`src/hw/rtl/kpc_pkg.sv`:
```
`default_nettype none
package kpc_pkg;

  localparam int unsigned DEB_W = 8;
  localparam int unsigned LONG_W = 16;
  localparam int unsigned GAP_W = 16;
  localparam int unsigned CONF_W = 8;
  localparam int unsigned CFG_DATA_W = 16;
  localparam int unsigned CFG_IDX_W = 2;

  localparam logic [DEB_W-1:0]  DEBOUNCE_RST = 8'd2;
  localparam logic [LONG_W-1:0] LONG_RST     = 16'd500;
  localparam logic [GAP_W-1:0]  GAP_RST      = 16'd100;
  localparam logic [CONF_W-1:0] CONFIRM_RST  = 8'd1;

  typedef enum logic [CFG_IDX_W-1:0] {
    REG_DEBOUNCE = 2'd0,
    REG_LONG     = 2'd1,
    REG_GAP      = 2'd2,
    REG_CONFIRM  = 2'd3
  } reg_idx_t;

  typedef enum logic [2:0] {
    PH_IDLE     = 3'd0,
    PH_DEBOUNCE = 3'd1,
    PH_HOLD     = 3'd2,
    PH_GAP      = 3'd3,
    PH_CONFIRM  = 3'd4,
    PH_WAITREL  = 3'd5
  } phase_t;

  typedef enum logic [1:0] {
    EV_NONE   = 2'd0,
    EV_SINGLE = 2'd1,
    EV_DOUBLE = 2'd2,
    EV_LONG   = 2'd3
  } event_t;

  typedef struct packed {
    logic [DEB_W-1:0]  debounce_ticks;
    logic [LONG_W-1:0] long_ticks;
    logic [GAP_W-1:0]  gap_ticks;
    logic [CONF_W-1:0] confirm_ticks;
  } cfg_t;

endpackage
`default_nettype wire

```
`src/hw/rtl/kpc_regs.sv`:
```
`default_nettype none
module kpc_regs (
  input  wire logic                           clk,
  input  wire logic                           rst,
  input  wire logic                           cfg_write,
  input  wire logic [kpc_pkg::CFG_IDX_W-1:0]  cfg_index,
  input  wire logic [kpc_pkg::CFG_DATA_W-1:0] cfg_data,
  output kpc_pkg::cfg_t                       cfg
);
  import kpc_pkg::*;

  always_ff @(posedge clk) begin
    if (rst) begin
      cfg.debounce_ticks <= DEBOUNCE_RST;
      cfg.long_ticks     <= LONG_RST;
      cfg.gap_ticks      <= GAP_RST;
      cfg.confirm_ticks  <= CONFIRM_RST;
    end else if (cfg_write) begin
      unique case (reg_idx_t'(cfg_index))
        REG_DEBOUNCE: cfg.debounce_ticks <= cfg_data[DEB_W-1:0];
        REG_LONG:     cfg.long_ticks     <= cfg_data[LONG_W-1:0];
        REG_GAP:      cfg.gap_ticks      <= cfg_data[GAP_W-1:0];
        REG_CONFIRM:  cfg.confirm_ticks  <= cfg_data[CONF_W-1:0];
        default: ;
      endcase
    end
  end

endmodule
`default_nettype wire

```
`src/hw/rtl/kpc_fsm.sv`:
```
`default_nettype none
module kpc_fsm (
  input  wire logic          clk,
  input  wire logic          rst,
  input  wire logic          step,
  input  wire logic          key_level,
  input  wire kpc_pkg::cfg_t cfg,
  output kpc_pkg::event_t    ev
);
  import kpc_pkg::*;

  phase_t             phase, phase_next;
  logic [LONG_W-1:0]  hold_count, hold_count_next;
  logic [GAP_W-1:0]   window_count, window_count_next;
  logic [DEB_W-1:0]   short_count, short_count_next;

  logic               low;
  logic [DEB_W-1:0]   short_inc;
  logic [LONG_W-1:0]  hold_inc;
  logic [GAP_W-1:0]   window_inc;

  always_ff @(posedge clk) begin
    if (rst) begin
      phase        <= PH_IDLE;
      hold_count   <= '0;
      window_count <= '0;
      short_count  <= '0;
    end else if (step) begin
      phase        <= phase_next;
      hold_count   <= hold_count_next;
      window_count <= window_count_next;
      short_count  <= short_count_next;
    end
  end

  // saturating increments
  assign low        = ~key_level;
  assign short_inc  = (&short_count) ? short_count : short_count + 1'b1;
  assign hold_inc   = (&hold_count) ? hold_count : hold_count + 1'b1;
  assign window_inc = (&window_count) ? window_count : window_count + 1'b1;

  always_comb begin
    phase_next        = phase;
    hold_count_next   = hold_count;
    window_count_next = window_count;
    short_count_next  = short_count;
    ev                = EV_NONE;
    unique case (phase)
      PH_DEBOUNCE: begin
        if (!low) begin
          phase_next = PH_IDLE;
        end else begin
          short_count_next = short_inc;
          if (short_inc >= cfg.debounce_ticks) begin
            phase_next      = PH_HOLD;
            hold_count_next = '0;
          end
        end
      end
      PH_HOLD: begin
        if (low) begin
          hold_count_next = hold_inc;
          if (hold_inc >= cfg.long_ticks) begin
            ev         = EV_LONG;
            phase_next = PH_IDLE;
          end
        end else begin
          phase_next        = PH_GAP;
          window_count_next = '0;
        end
      end
      PH_GAP: begin
        window_count_next = window_inc;
        if (low) begin
          short_count_next = DEB_W'(1);
          phase_next = (cfg.confirm_ticks <= CONF_W'(1)) ? PH_WAITREL : PH_CONFIRM;
        end else if (window_inc >= cfg.gap_ticks) begin
          ev         = EV_SINGLE;
          phase_next = PH_IDLE;
        end
      end
      PH_CONFIRM: begin
        window_count_next = window_inc;
        if (low) begin
          short_count_next = short_inc;
          if (short_inc >= cfg.confirm_ticks) begin
            phase_next = PH_WAITREL;
          end
        end else if (window_inc >= cfg.gap_ticks) begin
          ev         = EV_SINGLE;
          phase_next = PH_IDLE;
        end else begin
          phase_next = PH_GAP;
        end
      end
      PH_WAITREL: begin
        if (!low) begin
          ev         = EV_DOUBLE;
          phase_next = PH_IDLE;
        end
      end
      default: begin
        phase_next = PH_IDLE;
        if (low) begin
          short_count_next = DEB_W'(1);
          if (cfg.debounce_ticks <= DEB_W'(1)) begin
            phase_next      = PH_HOLD;
            hold_count_next = '0;
          end else begin
            phase_next = PH_DEBOUNCE;
          end
        end
      end
    endcase
  end

endmodule
`default_nettype wire

```
`src/hw/rtl/kpc_skid.sv`:
```
`default_nettype none
module kpc_skid (
  input  wire logic            clk,
  input  wire logic            rst,
  input  wire logic            push,
  input  wire kpc_pkg::event_t push_ev,
  output logic                 can_push,
  output logic                 out_valid,
  input  wire logic            out_ready,
  output kpc_pkg::event_t      press_event
);
  import kpc_pkg::*;

  logic   skid_valid;
  event_t skid_ev;
  logic   pop;

  assign pop      = out_valid & out_ready;
  assign can_push = ~skid_valid;

  always_ff @(posedge clk) begin
    if (rst) begin
      out_valid  <= 1'b0;
      skid_valid <= 1'b0;
    end else if (push) begin
      if (!out_valid || pop) begin
        out_valid <= 1'b1;
      end else begin
        skid_valid <= 1'b1;
      end
    end else if (pop) begin
      if (skid_valid) begin
        skid_valid <= 1'b0;
      end else begin
        out_valid <= 1'b0;
      end
    end
  end

  // payload: main register takes new data when free, else park it in the skid; a pop refills it from the skid
  always_ff @(posedge clk) begin
    if (push) begin
      if (!out_valid || pop) begin
        press_event <= push_ev;
      end else begin
        skid_ev <= push_ev;
      end
    end else if (pop && skid_valid) begin
      press_event <= skid_ev;
    end
  end

endmodule
`default_nettype wire

```
`src/hw/rtl/key_press_classifier.sv`:
```
// Key press classifier: one key sample in, one event out per transfer.
// Each event is registered in the output register, or in the skid while
// an earlier one waits. Throughput: one sample per cycle while the skid
// is empty; this two-entry buffer keeps input open while one result waits.
// Reset: synchronous, active high; phase idle, counters zero, registers
// back to debounce 2, long 500, gap 100, confirm 1, output empty.
`default_nettype none
module key_press_classifier (
  input  wire logic                           clk,
  input  wire logic                           rst,
  input  wire logic                           cfg_write,
  input  wire logic [kpc_pkg::CFG_IDX_W-1:0]  cfg_index,
  input  wire logic [kpc_pkg::CFG_DATA_W-1:0] cfg_data,
  input  wire logic                           in_valid,
  output logic                                in_ready,
  input  wire logic                           key_level,
  output logic                                out_valid,
  input  wire logic                           out_ready,
  output logic [1:0]                          press_event
);
  import kpc_pkg::*;

  cfg_t   cfg;
  event_t ev;
  event_t ev_out;
  logic   step;

  assign step        = in_valid & in_ready;
  assign press_event = ev_out;

  kpc_regs u_regs (
    .clk       (clk),
    .rst       (rst),
    .cfg_write (cfg_write),
    .cfg_index (cfg_index),
    .cfg_data  (cfg_data),
    .cfg       (cfg)
  );

  kpc_fsm u_fsm (
    .clk       (clk),
    .rst       (rst),
    .step      (step),
    .key_level (key_level),
    .cfg       (cfg),
    .ev        (ev)
  );

  kpc_skid u_skid (
    .clk         (clk),
    .rst         (rst),
    .push        (step),
    .push_ev     (ev),
    .can_push    (in_ready),
    .out_valid   (out_valid),
    .out_ready   (out_ready),
    .press_event (ev_out)
  );

endmodule
`default_nettype wire

```
`config.mk`:
```
export PLATFORM = sky130hd
export DESIGN_NAME = key_press_classifier
export DESIGN_NICKNAME = d
export VERILOG_FILES = /design/src/hw/rtl/kpc_pkg.sv /design/src/hw/rtl/kpc_regs.sv /design/src/hw/rtl/kpc_fsm.sv /design/src/hw/rtl/kpc_skid.sv /design/src/hw/rtl/key_press_classifier.sv
export SDC_FILE = /design/constraint.sdc
export NUM_CORES = 1
export LEC_CHECK = 0
export ABC_AREA = 1
export BUFFER_PORTS_ARGS = -buffer_cell sky130_fd_sc_hd__buf_2
export CAP_MARGIN = 20
export CORE_ASPECT_RATIO = 1.4
export CORE_MARGIN = 2
export CORE_UTILIZATION = 55
export DETAILED_ROUTE_END_ITERATION = 8
export GPL_TIMING_DRIVEN = 0
export PLACE_DENSITY = 0.77
export RECOVER_POWER = 100
export REMOVE_ABC_BUFFERS = 1
export SKIP_CTS_REPAIR_TIMING = 1
export SYNTH_ARGS = -nofsm -noshare
export SYNTH_HDL_FRONTEND = slang
export SYNTH_SLANG_ARGS = --single-unit
```
`constraint.sdc`:
```
create_clock -name clk -period 6.02 [get_ports clk]
set_input_delay 0.903 -clock clk [delete_from_list [all_inputs] [get_ports clk]]
set_output_delay 0.903 -clock clk [all_outputs]
set_load 0.01 [all_outputs]
```
==> impl_metrics.csv <==
group,metric,value,unit
global_route,grt_pass1_vias,5238,
die,dieArea,0.0117,sq mm
sta,finalSetupTns,0,ps
setup_path,cp-start-kind,"input port",
routing,drc_errors,0,
flow_run,maxCapViolCount,1,
sta,skew,12.4,ps
sta,fin_ws,1840,ps
die,coreArea,0.0105,sq mm
routing,vias,5504,
placement,place.gp.congestion,0.914,
run_status,status,"finished, violations left",
yosys,synthMuxAreaShare,0.189,%
final_layout,layout.nets,934,
clock_network,clock_latency,350,ps
global_route,grt_antenna_before_repair,0,
clock_network,clockBufferDepth,2,
yosys,syn-mean-instance-area,7.04,sq um
die,dieHeight,127,microns
sta,drv_slew,32,
yosys,yosysWarnings,0,
routing,wl,13900,microns
routing,vias_per_cell,5.49,
die,ios,28,
global_route,grt_max_degree,37,
placement,dpl.hpwl,10300,microns
placement,io_buffers,27,
setup_path,arrival,4390,ps
routing,first_pass_iters,5,
yosys,yosys.area_share.simple,26.4,%
final_layout,syn2layout_area_growth,6.81,%
run_status,violations,"max-capacitance violations, max-slew violations",
final_layout,fillers,994,
yosys,ys_seq_area_share,33.3,%
global_route,grt.total_usage,24.6,%
yosys,async_flop_share,0,%
yosys,synthAdderAreaFrac,10.7,%
worst_hold_path,hold_path_class,"reg2reg",
die,die_x,91.9,microns
routing,wirelength_met1,5940,microns
yosys,syn_inst,845,
sta,setup_viol,0,
clock_network,cts.clk_slew.worst_paths,70,ps
yosys,ys_ff_latch,97,
final_layout,fin_util,60.8,%
global_route,grt_pass1_wl,23300,microns
routing,top_layer,"met4",
routing,wl_met2,7090,microns
clock_network,cts_sinks,97,
sta,fin_crit,4180,ps
power,power.density,234,mW/mm^2
die,start_util,56.9,%
sta,rsz0062_at_grt,"no",
yosys,synth_xor_area_share,3.68,%
die,core.rowCount,44,
setup_path,required,6230,ps
clock_network,cts_buffers,9,
yosys,yosysUniqueCellTypes,43,
routing,ant_nets,0,
yosys,synthFlopType,"dfxtp_1",
final_layout,final_common_cell,"nand2_1",
power,leakage,0.00277,uW
clock_network,cts_tree,"yes",
yosys,synth_top_family_by_area,"simple AND/OR/NAND/NOR gates",
setup_path,crit_fanout,36,
final_layout,final_layout_size_suffix_gt1_share,7.29,%
sta,slew_headroom,-14.1,%
routing,wl_met3,405,microns
yosys,synth_area,0.00595,sq mm
placement,pre_cts_ws,2550,ps
clock_network,htreeDepth,3,
setup_path,cp-end-kind,"flop",
routing,drt_iter0_drc,323,
sta,period_share,69.4,%
final_layout,final_cell_mix,"nand2_1 (180), inv_1 (99), a21oi_1 (98), dfxtp_1 (93), nor2_1 (85)",
global_route,grt_remaining_overflow,0,
yosys,synth_compound_area_share,17.0,%
setup_path,path_class,"in2reg",
sta,max_freq,239,MHz
sta,tightest_slew,1710,ps
yosys,synth_edf_count,4,
clock_network,cts-root-buf,"clkbuf_16",
routing,detail_route.wl_per_cell,13.9,microns
final_layout,num_antenna_cells,0,
sta,hold_viol_final,0,
power,peakVddDrop,0.168,mV
## final timing paths
| path | startpoint | end | slack [ps] | cells after the start |
|---|---|---|---|---|
| max | rst | u_regs.cfg[33] | 1840 | 5 |
| min | u_regs.cfg[36] | u_regs.cfg[36] | 460 | 2 |
| max reg2reg | u_fsm.short_count[1] | u_fsm.hold_count[5] | 1860 | 16 |
| min reg2reg | u_regs.cfg[36] | u_regs.cfg[36] | 460 | 2 |
## area by class of cell
cell class | instances | area [sq um] | share of cell area [%]
clock buffers | 11 | 253 | 3.98
clock inverters | 5 | 36.3 | 0.571
inverters | 106 | 399 | 6.28
multi-input cells | 617 | 3380 | 53.2
flip-flops and latches | 97 | 1980 | 31.2
well taps | 138 | 173 | 2.72
repair buffers | 28 | 133 | 2.09
## metal layers
layer | up-vias | track usage [%]
met2 | 108 | 44.5
li1 | 2807 | -
met4 | 0 | 12.6
met1 | 2555 | 27.7
met5 | - | 0
met3 | 34 | 3.83
## registers in the layout, summed over array words and instances, names as in the netlist
signal / cells
u_regs.cfg: 48
u_fsm.hold_count: 16
u_fsm.window_count: 16
u_fsm.short_count: 8
u_fsm.phase: 3
u_skid.press_event: 2
u_skid.skid_ev: 2
u_skid.out_valid: 1
u_skid.skid_valid: 1
## kinds of logic (layout without fill, tap and decap cells)
group,Yosys count,in the layout
mux,1,1
xor+xnor,25,25
buf+inv,131,150
simple gates,357,357
flops,97,97
compound gates,183,183
fa+ha+maj,51,51
## power by group
group / internal [uW] / switching, uW / total [uW]
Sequential: 676 / 19.6 / 696
Clock: 305 / 257 / 562
Combinational: 73.2 / 154 / 227
Total: 1050 / 431 / 1480
## cells in the mapped netlist (3+ instances only)
cell type,count,area [sq um]
xor2_1,19,166
a21oi_2,11,96.3
nand3_1,34,170
a21oi_1,90,450
nand2_2,13,81.3
o21ai_1,9,45.0
buf_1,3,11.3
edfxtp_1,4,120
inv_1,96,360
dfxtp_1,93,1860
o21a_1,3,22.5
o211ai_1,10,75.1
inv_2,6,22.5
ha_1,51,638
nor3_1,14,70.1
xnor2_1,6,52.6
nor2_1,82,308
o21ai_0,52,260
nor2_2,5,31.3
clkinv_1,3,11.3
nand4_1,18,113
nand2_1,179,672
clkbuf_1,16,60.1
nor4_1,4,25.0
buf_2,3,15.0
## metrics by stage
stage          instances  power (uW)  hold slack [ps]  cell area, sq um
2_1_floorplan        820         872              435              5830
3_3_place_gp         985         932              448              6140
3_5_place_dp         986         944              457              6160
4_1_cts             1002        1510              466              6450
5_1_grt             1002        1550              484              6360
6_report            1002        1480              462              6360
## worst max-delay path, cell delays in order
cell and delay (ps):
clkbuf_1 1200, clkinv_1 1180, clkbuf_1 720, o21ai_0 290, a21oi_1 80
Note: power is estimated with default switching activity, not from simulation.
